File: src/hw/rtl/lpdp_pkg.sv
// Shared constants and types for the positioned decimal print block.
// Used by the BCD cell, the BCD chain and the top level; no dependencies.
`default_nettype none

package lpdp_pkg;

	// Display geometry and HD44780 command / character codes
	localparam int unsigned COLUMNS      = 16;
	localparam logic [7:0]  ROW1_BASE    = 8'h40;
	localparam logic [7:0]  SET_ADDR_CMD = 8'h80;
	localparam logic [7:0]  ASCII_ZERO   = 8'h30;

	// Conversion geometry: 32-bit binary in, ten decimal digits out
	localparam int unsigned NUM_BITS   = 32;
	localparam int unsigned NUM_DIGITS = 10;
	localparam int unsigned CNT_W      = $clog2(NUM_BITS);
	localparam int unsigned REM_W      = $clog2(NUM_DIGITS + 1);

	// Per-cycle command to every cell of the chain
	typedef struct packed {
		logic clear;      // zero the digit
		logic shift_bin;  // add-3 correction, then shift one binary bit in
		logic shift_dig;  // take the neighbour's digit (move digits towards the top)
	} cell_ctrl_t;

endpackage : lpdp_pkg

`default_nettype wire

File: src/hw/rtl/lpdp_bcd_cell.sv
// One decimal digit of the shift-and-add-3 converter.
// Depends on lpdp_pkg for the control struct.
`default_nettype none

module lpdp_bcd_cell (
	input  wire logic              clk,
	input  wire lpdp_pkg::cell_ctrl_t ctrl,
	input  wire logic              bit_in,    // binary bit from the lower neighbour
	input  wire logic [3:0]        dig_in,    // digit from the lower neighbour
	output logic                   carry_out, // binary bit to the upper neighbour
	output logic [3:0]             digit
);

	logic [3:0] digit_q;
	logic [3:0] adj;

	// correct by three where the digit would pass nine after doubling
	always_comb begin
		adj = (digit_q >= 4'd5) ? (digit_q + 4'd3) : digit_q;
	end

	assign carry_out = adj[3];
	assign digit     = digit_q;

	always_ff @(posedge clk) begin
		if (ctrl.clear) begin
			digit_q <= 4'd0;
		end else if (ctrl.shift_bin) begin
			digit_q <= {adj[2:0], bit_in};
		end else if (ctrl.shift_dig) begin
			digit_q <= dig_in;
		end
	end

endmodule : lpdp_bcd_cell

`default_nettype wire

File: src/hw/rtl/lpdp_bcd_chain.sv
// Row of BCD cells: binary bits enter at the bottom, digits leave at the top.
// Depends on lpdp_pkg and lpdp_bcd_cell.
`default_nettype none

module lpdp_bcd_chain (
	input  wire logic                 clk,
	input  wire lpdp_pkg::cell_ctrl_t ctrl,
	input  wire logic                 bin_bit,  // next binary bit, MSB first
	output logic [3:0]                top_digit,
	output logic                      overflow  // carry out of the top cell
);

	logic [lpdp_pkg::NUM_DIGITS:0] carry;
	logic [3:0]                    dig [lpdp_pkg::NUM_DIGITS:0];

	assign carry[0] = bin_bit;
	assign dig[0]   = 4'd0;

	for (genvar i = 0; i < lpdp_pkg::NUM_DIGITS; i++) begin : g_cell
		lpdp_bcd_cell u_cell (
			.clk       (clk),
			.ctrl      (ctrl),
			.bit_in    (carry[i]),
			.dig_in    (dig[i]),
			.carry_out (carry[i+1]),
			.digit     (dig[i+1])
		);
	end

	assign top_digit = dig[lpdp_pkg::NUM_DIGITS];
	assign overflow  = carry[lpdp_pkg::NUM_DIGITS];

endmodule : lpdp_bcd_chain

`default_nettype wire

File: src/hw/rtl/lcd_positioned_decimal_print.sv
// Positioned decimal print: address command byte, then decimal ASCII digits.
// Sequence: accept, shift the 32-bit number into the BCD chain MSB first, discard leading
// zeros while keeping at least one digit, then register the command beat; digits
// follow one per cycle while the sink keeps tready high. Skipped zeros and printed digits
// always add up to ten. An item at a bad position is taken and dropped. One item is in
// flight at a time.
// Reset: arst_n clears the sequencer and the output register asynchronously.
`default_nettype none

module lcd_positioned_decimal_print #(
	parameter int unsigned COLUMNS = lpdp_pkg::COLUMNS
) (
	input  wire logic        clk,
	input  wire logic        arst_n,

	// input stream
	input  wire logic        s_tvalid,
	output logic             s_tready,
	input  wire logic [47:0] s_tdata,   // row[7:0], col[15:8], number[47:16]

	// output stream
	output logic             m_tvalid,
	input  wire logic        m_tready,
	output logic [7:0]       m_tdata,   // byte_out[7:0]
	output logic             m_tuser,   // is_data[0]: 0 command, 1 character
	output logic             m_tlast    // last beat of the item's run
);

	localparam int unsigned CNT_W = lpdp_pkg::CNT_W;
	localparam int unsigned REM_W = lpdp_pkg::REM_W;

	typedef enum logic [2:0] {
		ST_IDLE,
		ST_CONV,
		ST_SKIP,
		ST_CMD,
		ST_DIG
	} state_t;

	state_t                state_q;
	logic [CNT_W-1:0]      cnt_q;      // conversion bit counter
	logic [REM_W-1:0]      rem_q;      // digits still held in the chain
	logic [lpdp_pkg::NUM_BITS-1:0] num_q;
	logic [7:0]            cmd_q;

	logic                  m_tvalid_q;
	logic [7:0]            m_tdata_q;
	logic                  m_tuser_q;
	logic                  m_tlast_q;

	logic [7:0]            in_row;
	logic [7:0]            in_col;
	logic [lpdp_pkg::NUM_BITS-1:0] in_number;
	logic                  in_beat;
	logic                  pos_ok;
	logic [7:0]            addr;
	logic                  out_free;
	logic                  out_load;

	lpdp_pkg::cell_ctrl_t  chain_ctrl;
	logic [3:0]            top_digit;
	logic                  chain_ovf;

	// unpack the input beat
	assign in_row    = s_tdata[7:0];
	assign in_col    = s_tdata[15:8];
	assign in_number = s_tdata[47:16];

	// only idle takes a beat; a held output beat does not block the input side
	assign s_tready = (state_q == ST_IDLE);
	assign in_beat  = s_tvalid && s_tready;

	// rows 0 and 1 only, column inside the display
	assign pos_ok = ((in_row == 8'd0) || (in_row == 8'd1)) &&
	                (in_col < 8'(COLUMNS));
	assign addr   = ((in_row == 8'd1) ? lpdp_pkg::ROW1_BASE : 8'd0) + in_col;

	// output register may be loaded when empty or being drained this cycle
	assign out_free = !m_tvalid_q || m_tready;
	assign out_load = ((state_q == ST_CMD) || (state_q == ST_DIG)) && out_free;

	// drive the digit chain from the sequencer state
	always_comb begin
		chain_ctrl           = '0;
		chain_ctrl.clear     = in_beat && pos_ok;
		chain_ctrl.shift_bin = (state_q == ST_CONV);
		chain_ctrl.shift_dig = ((state_q == ST_SKIP) && (top_digit == 4'd0) &&
		                        (rem_q > REM_W'(1))) ||
		                       ((state_q == ST_DIG) && out_free);
	end

	lpdp_bcd_chain u_chain (
		.clk       (clk),
		.ctrl      (chain_ctrl),
		.bin_bit   (num_q[lpdp_pkg::NUM_BITS-1]),
		.top_digit (top_digit),
		.overflow  (chain_ovf)
	);

	// sequencer and output register
	always_ff @(posedge clk or negedge arst_n) begin
		if (!arst_n) begin
			state_q    <= ST_IDLE;
			cnt_q      <= '0;
			rem_q      <= '0;
			num_q      <= '0;
			cmd_q      <= '0;
			m_tvalid_q <= 1'b0;
			m_tdata_q  <= '0;
			m_tuser_q  <= 1'b0;
			m_tlast_q  <= 1'b0;
		end else begin
			// load a new beat, or drop the held one once taken
			if (out_load) begin
				m_tvalid_q <= 1'b1;
			end else if (m_tready) begin
				m_tvalid_q <= 1'b0;
			end

			unique case (state_q)
				ST_IDLE: begin
					// an item at a bad position is taken and dropped
					if (in_beat && pos_ok) begin
						num_q   <= in_number;
						cmd_q   <= lpdp_pkg::SET_ADDR_CMD | {1'b0, addr[6:0]};
						cnt_q   <= '0;
						state_q <= ST_CONV;
					end
				end
				ST_CONV: begin
					// one binary bit into the chain per cycle, MSB first
					num_q <= {num_q[lpdp_pkg::NUM_BITS-2:0], 1'b0};
					cnt_q <= cnt_q + CNT_W'(1);
					if (cnt_q == CNT_W'(lpdp_pkg::NUM_BITS - 1)) begin
						rem_q   <= REM_W'(lpdp_pkg::NUM_DIGITS);
						state_q <= ST_SKIP;
					end
				end
				ST_SKIP: begin
					// discard leading zeros, keep at least one digit
					if ((top_digit == 4'd0) && (rem_q > REM_W'(1))) begin
						rem_q <= rem_q - REM_W'(1);
					end else begin
						state_q <= ST_CMD;
					end
				end
				ST_CMD: begin
					if (out_free) begin
						m_tdata_q  <= cmd_q;
						m_tuser_q  <= 1'b0;
						m_tlast_q  <= 1'b0;
						state_q    <= ST_DIG;
					end
				end
				ST_DIG: begin
					// top digit out as ASCII, chain advances by one digit
					if (out_free) begin
						m_tdata_q  <= lpdp_pkg::ASCII_ZERO + {4'd0, top_digit};
						m_tuser_q  <= 1'b1;
						m_tlast_q  <= (rem_q == REM_W'(1));
						rem_q      <= rem_q - REM_W'(1);
						if (rem_q == REM_W'(1)) begin
							state_q <= ST_IDLE;
						end
					end
				end
				default: begin
					state_q <= ST_IDLE;
				end
			endcase
		end
	end

	assign m_tvalid = m_tvalid_q;
	assign m_tdata  = m_tdata_q;
	assign m_tuser  = m_tuser_q;
	assign m_tlast  = m_tlast_q;

	// a 32-bit value never carries out of the ten-digit chain
	a_no_chain_ovf: assert property (@(posedge clk) disable iff (!arst_n)
		(state_q == ST_CONV) |-> !chain_ovf)
		else $error("BCD chain overflow during conversion");

	// every character beat is a decimal ASCII digit
	a_digit_range: assert property (@(posedge clk) disable iff (!arst_n)
		(m_tvalid && m_tuser) |-> ((m_tdata[7:4] == 4'h3) && (m_tdata[3:0] <= 4'd9)))
		else $error("character beat is not a decimal digit");

	// the command beat never closes a run
	a_cmd_not_last: assert property (@(posedge clk) disable iff (!arst_n)
		(m_tvalid && !m_tuser) |-> !m_tlast)
		else $error("command beat flagged last");

	// digit shift-out never runs with the chain empty
	a_rem_nonzero: assert property (@(posedge clk) disable iff (!arst_n)
		((state_q == ST_DIG) || (state_q == ST_SKIP)) |-> (rem_q != '0))
		else $error("digit count underflow");

endmodule : lcd_positioned_decimal_print

`default_nettype wire
File: config.mk
export PLATFORM = sky130hd
export DESIGN_NAME = lcd_positioned_decimal_print
export DESIGN_NICKNAME = d
export VERILOG_FILES = /design/src/hw/rtl/lpdp_pkg.sv /design/src/hw/rtl/lpdp_bcd_cell.sv /design/src/hw/rtl/lpdp_bcd_chain.sv /design/src/hw/rtl/lcd_positioned_decimal_print.sv
export SDC_FILE = /design/constraint.sdc
export NUM_CORES = 1
export LEC_CHECK = 0
export ABC_CLOCK_PERIOD_IN_PS = 2000
export BUFFER_PORTS_ARGS = -buffer_cell sky130_fd_sc_hd__buf_2
export CAP_MARGIN = 0
export CORE_MARGIN = 2
export CORE_UTILIZATION = 40
export DETAILED_ROUTE_END_ITERATION = 6
export GPL_ROUTABILITY_DRIVEN = 1
export SETUP_SLACK_MARGIN = 0.4
export SLEW_MARGIN = 20
export SYNTH_ARGS = -nofsm -noshare
export SYNTH_HDL_FRONTEND = slang
export SYNTH_SLANG_ARGS = --single-unit
File: constraint.sdc
create_clock -name clk -period 2 [get_ports clk]
set_clock_uncertainty 0.05 [all_clocks]
set_input_delay 0.4 -clock clk [delete_from_list [all_inputs] [get_ports clk]]
set_output_delay 0.4 -clock clk [all_outputs]
set_load 0.1 [all_outputs]
==> run metrics, run 1 <==
status=finished, violations left; violated checks=negative setup slack; die area=0.0151 sq mm; layout cell share with drive strength beyond 1=32.3%; Max clock buf depth=2; WP data arrival=2.22 ns; Post-Syn Area=0.00567 sq mm; Core Region=0.0139 sq mm; Internal Pwr Total=4.65 mW; crit path cell chain=ha_2, and3_4, ha_4, or3b_4, a21oi_4, a2111oi_4, mux2_4; width of the die=123 um; Post-synth ARST share=61.2%; GRT Max-Usage Layer=met2; Compound-Gate Fraction of Synth Area=21.6%; CP max stage cell=dfrtp_1; row count=43; multiplexer share of the synthesized area=0.375%; Unique masters post-synth=45; crit share post-route=101%; Max Fclk=0.494 GHz; Post-synth EDFFs=0; Antenna Cells=0; crit path time final=2.03 ns; Max-cap violations=0; H-tree levels=3; M2 GR Usage=33.5%; Leak=3.43 nW; clock power share=21.9%; fillers=1184; #FFs+latches synth=103; Rel. slew slack=66.8%; initial antenna violation count=0; Post-Synth Adder-Cell Area=5.52%; crit path max fanout=3; sw frac=41.6%; Reg clk slew, reported paths=0.07 ns; min-delay src=s_tdata[8]; vias in the first global route=5027; CTS sink cnt=103; met1 global-route usage=26.6%; Setup violations, final=7; nets=874; gpl congestion=0.851; Simple-Gate Fraction of Synth Area=22.7%; global-route wire length before repair=24.4 mm; pre-CTS setup slack=-0.0644 ns; CTS tree=done; drt first pass iters=6; max-slew violation count=0; largest net degree at the start of global routing=68; critical path class=flip-flop to flip-flop; Final Hold Vio Count=0; number of port buffers=63; die height=123 um; Comb pwr share=39.4%; RSZ-0062 raised after global routing=yes; Reg power frac=38.7%; gr ovfl total=0; dpl hpwl=8.86 mm; Pwr Density=1010 mW/mm^2; number of routed nets with antenna violations=0; xor and xnor area share after synthesis=2.01%; final worst setup slack=-0.0252 ns; gate count after technology mapping=691; total wire length=15.7 mm; worst-margin pin slew=0.499 ns; Seq/Total Area, Yosys=41.9%; I/O pins=64; CTS Buf Count=9; CP Launch Type=flip-flop; VDD IR max=0.550 mV; CP startpoint=cnt_q[0]; Area Growth Syn to Fin=39.2%; crit end category=flip-flop; Starting Density=40.8%; NetSw=3.31 mW; Setup TNS=-0.0931 ns; Mean Syn Cell Area=8.20 sq um; worst r2r src=cnt_q[0]; WL/cell=16.0 um; Residual DRC=0; Detailed Route Iter0 Violations=366; syn nets=768; Ys Warns=0; vias after detailed routing=5354; HP Class=input pin to flip-flop; global-route usage over all layers=20.5%; CP peak stage delay=0.40 ns; GR Util met3=4.38%; CP required=2.19 ns; Root Driver=clkbuf_16; drt via density=5.45; Clk Latency, worst-skew pair=0.36 ns; Synth Flop Type=dfrtp_1; largest family of logic cells by synthesized area=simple AND/OR/NAND/NOR gates
-- Yosys cell counts (6+ instances only) --
cell type / number / area (sq um)
a31oi_1: 51 / 319
xnor2_1: 13 / 114
dfrtp_1: 63 / 1580
o211ai_1: 19 / 143
buf_2: 15 / 75.1
inv_1: 24 / 90.1
nand2b_1: 18 / 113
nor3_1: 13 / 65.1
ha_1: 25 / 313
nand2_1: 155 / 582
a21oi_1: 50 / 250
a221oi_2: 12 / 180
clkbuf_1: 19 / 71.3
dfxtp_1: 40 / 801
o21ai_0: 38 / 190
a32oi_1: 6 / 52.6
nand3_1: 20 / 100
nor2_1: 64 / 240
-- critical path, delay by kind of cell, from the launching register on --
kind,cells,cell delay (ns)
AND/OR/NAND/NOR,2,0.56
multiplexers,1,0.31
flip-flops,1,0.40
adder cells (fa/ha/maj),2,0.35
AO/OA/AOI/OAI,2,0.24
-- stage by stage --
| step | hold slack, ns | instance area, sq um | instances | utilization [%] | power (mW) |
|---|---|---|---|---|---|
| floorplan | 0.0544 | 5890 | 691 | - | 4.91 |
| finish | 0.191 | 7890 | 982 | 56.9 | 7.96 |
| global placement | 0.339 | 6520 | 934 | 46.9 | 5.48 |
| CTS | 0.183 | 7520 | 970 | 54.2 | 7.68 |
| detailed placement | 0.341 | 6520 | 934 | 46.9 | 5.59 |
| global route | 0.197 | 7890 | 982 | 56.9 | 8.44 |
-- final timing paths --
path                         endpoint  cells after the start  slack (ns)
max                        state_q[2]                      7       -0.03
min                          cmd_q[0]                      3        0.19
max reg2reg                state_q[2]                      7       -0.03
min reg2reg                  cmd_q[1]                      2        0.43
max in group asynchronous    rem_q[0]                      3        0.79
min in group asynchronous    m_tvalid                      2        0.49
-- area by class of cell --
type / instances / area, sq um / share of cell area, %
clock buffers: 9 / 225 / 2.85
clock inverters: 7 / 61.3 / 0.777
inverters: 24 / 90.1 / 1.14
multi-input cells: 519 / 3550 / 44.9
flip-flops and latches: 103 / 2380 / 30.2
well taps: 180 / 225 / 2.85
repair buffers: 140 / 1360 / 17.3
-- routing by layer --
metal,vias to the layer above,wire length (um)
li1,2622,-
met1,2590,7150
met2,122,7590
met3,20,665
met4,0,268
met5,-,0
-- kinds of logic after synthesis --
group / count (synthesis)
adders and majority gates: 25
and+or+nand+nor: 293
xor gates and xnor gates: 13
AOI/OAI and AO/OA: 186
muxes: 2
DFF: 103
buffers and inverters: 69
-- power groups by stage --
stage / logic, mW / registers (mW) / clock network (mW)
2_1_floorplan: 1.48 / 3.43 / 0
3_3_place_gp: 2.51 / 2.97 / 0
3_5_place_dp: 2.60 / 2.99 / 0
4_1_cts: 2.89 / 3.00 / 1.79
5_1_grt: 3.43 / 3.14 / 1.87
6_report: 3.14 / 3.08 / 1.74
-- sequential cells by signal, summed over array words and instances (netlist names) --
| name | cells |
|---|---|
| m_tdata | 8 |
| m_tvalid | 1 |
| m_tlast | 1 |
| rem_q | 4 |
| cnt_q | 5 |
| cmd_q | 8 |
| state_q | 3 |
| u_chain.g_cell.u_cell.digit | 40 |
| m_tuser | 1 |
| num_q | 32 |
-- what timing repair did --
item,4_1_cts,5_1_grt
hold endpoints to repair,19,0
pin swaps,14,29
resized for setup,105,48
setup endpoints to repair,103,107
hold buffers,1,0
setup buffers,11,6
gates cloned,8,6
-- cells in the final DEF, fill, tap and decap left out, drive strengths merged, types with 20 or more instances in the layout --
master,synthesis,final
nand2,156,156
dfxtp,40,40
buf,26,126
ha,25,25
dfrtp,63,63
o21ai,38,38
nor2,64,64
inv,24,29
a21oi,50,50
clkbuf,19,21
a31oi,51,51
nand3,20,20
(Power assumes the default switching activity.)
==> inputs of run 2 (changes only) <==
CORE_UTILIZATION = 25   (was 40)
CTS_BUF_LIST = sky130_fd_sc_hd__clkbuf_4   (was default)
==> run 2 against run 1 <==
  * The flow still finishes with violations (negative setup slack)
  * Clock power fell by 40%
  * Cell count rose by 14%
  * Clock-buffer cell count rose by 1
  * Worst hold slack got worse by 0.15 ns
  * First-iteration DRC count fell by 7.4%
  * Combinational power barely moved
  * Total power fell by 8.0%
  * Maximum frequency fell by 3.2%
  * Critical path depth rose by 2
  * Flip-flop and latch count did not move
  * Critical endpoint is now u_chain.g_cell[8].u_cell.digit[0]
  * Largest cell class unchanged
==> run metrics, run 2 (synthesized netlist as in run 1, its figures left out) <==
drt first pass iters=5; max-slew violation count=0; WL/cell=15.5 um; total power draw=7.32 mW; Max Fclk=0.478 GHz; crit path max fanout=7; Residual DRC=0; die area=0.0239 sq mm; WP data arrival=2.45 ns; total wire length=17.3 mm; drt via density=4.96; I/O pins=64; Area Growth Syn to Fin=52.0%; pre-CTS setup slack=-0.00763 ns; Core Region=0.0224 sq mm; clock power share=14.4%; commonest non-fill, non-tap cells in the layout=nand2_1, dfrtp_1, nor2_1; Setup violations, final=12; global-route wire length before repair=24.3 mm; Clk Latency, worst-skew pair=0.51 ns; crit path cell chain=inv_2, ha_4, nor2_4, o311ai_2, buf_4, and3_4, clkbuf_16, a21oi_1, a221oi_2; Pwr Density=850 mW/mm^2; vias in the first global route=4952; Reg clk slew, reported paths=0.18 ns; CP Launch Type=flip-flop; H-tree levels=3; final worst setup slack=-0.0918 ns; critical path class=flip-flop to flip-flop; most common cell after layout, fill and taps aside=nand2_1; CTS tree=done; Detailed Route Iter0 Violations=339; crit end category=flip-flop; layout cell share with drive strength beyond 1=42.2%; violated checks=negative setup slack; NetSw=3.12 mW; Max-cap violations=0; VDD IR max=0.528 mV; CTS sink cnt=103; CTS Buf Count=9; Reg power frac=42.3%; gr ovfl total=0; worst path buffer plus inverter count=3; initial antenna violation count=0; die height=155 um; CP max stage cell=dfrtp_1; CP required=2.36 ns; RSZ-0062 raised after global routing=yes; Comb pwr share=43.3%; HP Class=input pin to flip-flop; nets=903; critical path's top delay family=compound AO/OA/AOI/OAI gates; Leak=3.77 nW; Max clock buf depth=2; Starting Density=25.3%; Internal Pwr Total=4.20 mW; Rel. slew slack=67.3%; sw frac=42.6%; vias after detailed routing=5545; number of routed nets with antenna violations=0; global-route usage over all layers=12.2%; crit share post-route=105%; max reg flops=40; number of port buffers=63; Final Hold Vio Count=0; dpl hpwl=8.94 mm; width of the die=155 um; row count=55; Hold Worst Slack=0.0443 ns; fillers=2205; gpl congestion=0.777; largest net degree at the start of global routing=59; crit path time final=2.09 ns; status=finished, violations left; CP peak stage delay=0.48 ns; worst-margin pin slew=0.484 ns; Root Driver=clkbuf_4
run 2: cell count changes in the layout (fill, tap and decap cells not counted), sizes merged:
cell,previous run,this run
buf,126,157
clkbuf,21,20
clkinvlp,1,3
diode,0,1
inv,29,26
run 2: final timing paths:
check,from,endpoint,slack (ns),depth (start not counted)
worst min register to register,u_chain.g_cell[1].u_cell.digit[1],u_chain.g_cell[2].u_cell.digit[1],0.45,2
min in group asynchronous,arst_n,rem_q[1],0.30,2
worst max-delay path,rem_q[0],u_chain.g_cell[8].u_cell.digit[0],-0.09,9
worst min-delay path,s_tdata[10],cmd_q[2],0.04,3
max in group asynchronous,arst_n,num_q[12],0.97,3
worst max register to register,rem_q[0],u_chain.g_cell[8].u_cell.digit[0],-0.09,9
run 2: routing by layer:
metal / share of wire (%) / track usage [%]
met3: 4.8 / 2.72
met2: 47 / 20.4
met1: 47 / 16.5
met4: 1.2 / 2.12
met5: 0 / 0
run 2: repair_timing:
item                                    CTS  global route
endpoints found under the setup margin  110           112
gates cloned                              7            15
hold buffers                              1             0
pin swaps                                48            77
gates resized for setup                  82           180
hold endpoints to repair                 15             0
setup buffers                            16            19
run 2: through the flow:
stage | cells | utilization [%] | setup TNS, ns | instance area [sq um]
CTS | 1082 | 33.4 | 0 | 7490
detailed placement | 1042 | 30.1 | -0.0131 | 6760
global placement | 1042 | 30.1 | 0 | 6760
finish | 1117 | 38.4 | -0.236 | 8610
global route | 1116 | 38.4 | -2.53 | 8610
floorplan | 691 | - | -17.09 | 5890
run 2: power groups by stage:
stage | Sequential, mW | Combinational, mW | Clock (mW)
2_1_floorplan | 3.43 | 1.48 | 0
3_3_place_gp | 3.00 | 2.52 | 0
3_5_place_dp | 3.00 | 2.56 | 0
4_1_cts | 3.00 | 2.79 | 1.08
5_1_grt | 3.15 | 3.45 | 1.14
6_report | 3.10 | 3.17 | 1.05
run 2: cell type report:
cell class | instances | area (sq um) | area share, %
diodes | 1 | 2.50 | 0.0290
clock buffers | 10 | 75.1 | 0.871
clock inverters | 6 | 45.0 | 0.523
inverters | 24 | 90.1 | 1.05
multi-input cells | 519 | 3720 | 43.1
flip-flops and latches | 103 | 2380 | 27.7
well taps | 285 | 357 | 4.14
repair buffers | 169 | 1950 | 22.6
run 2: worst reg2reg max path: cells and delay by family, from the launching register on:
family,cells,cell delay (ns)
flops,1,0.48
fa+ha+maj,1,0.14
simple gates,2,0.30
compound gates,3,0.58
buf+inv,3,0.45
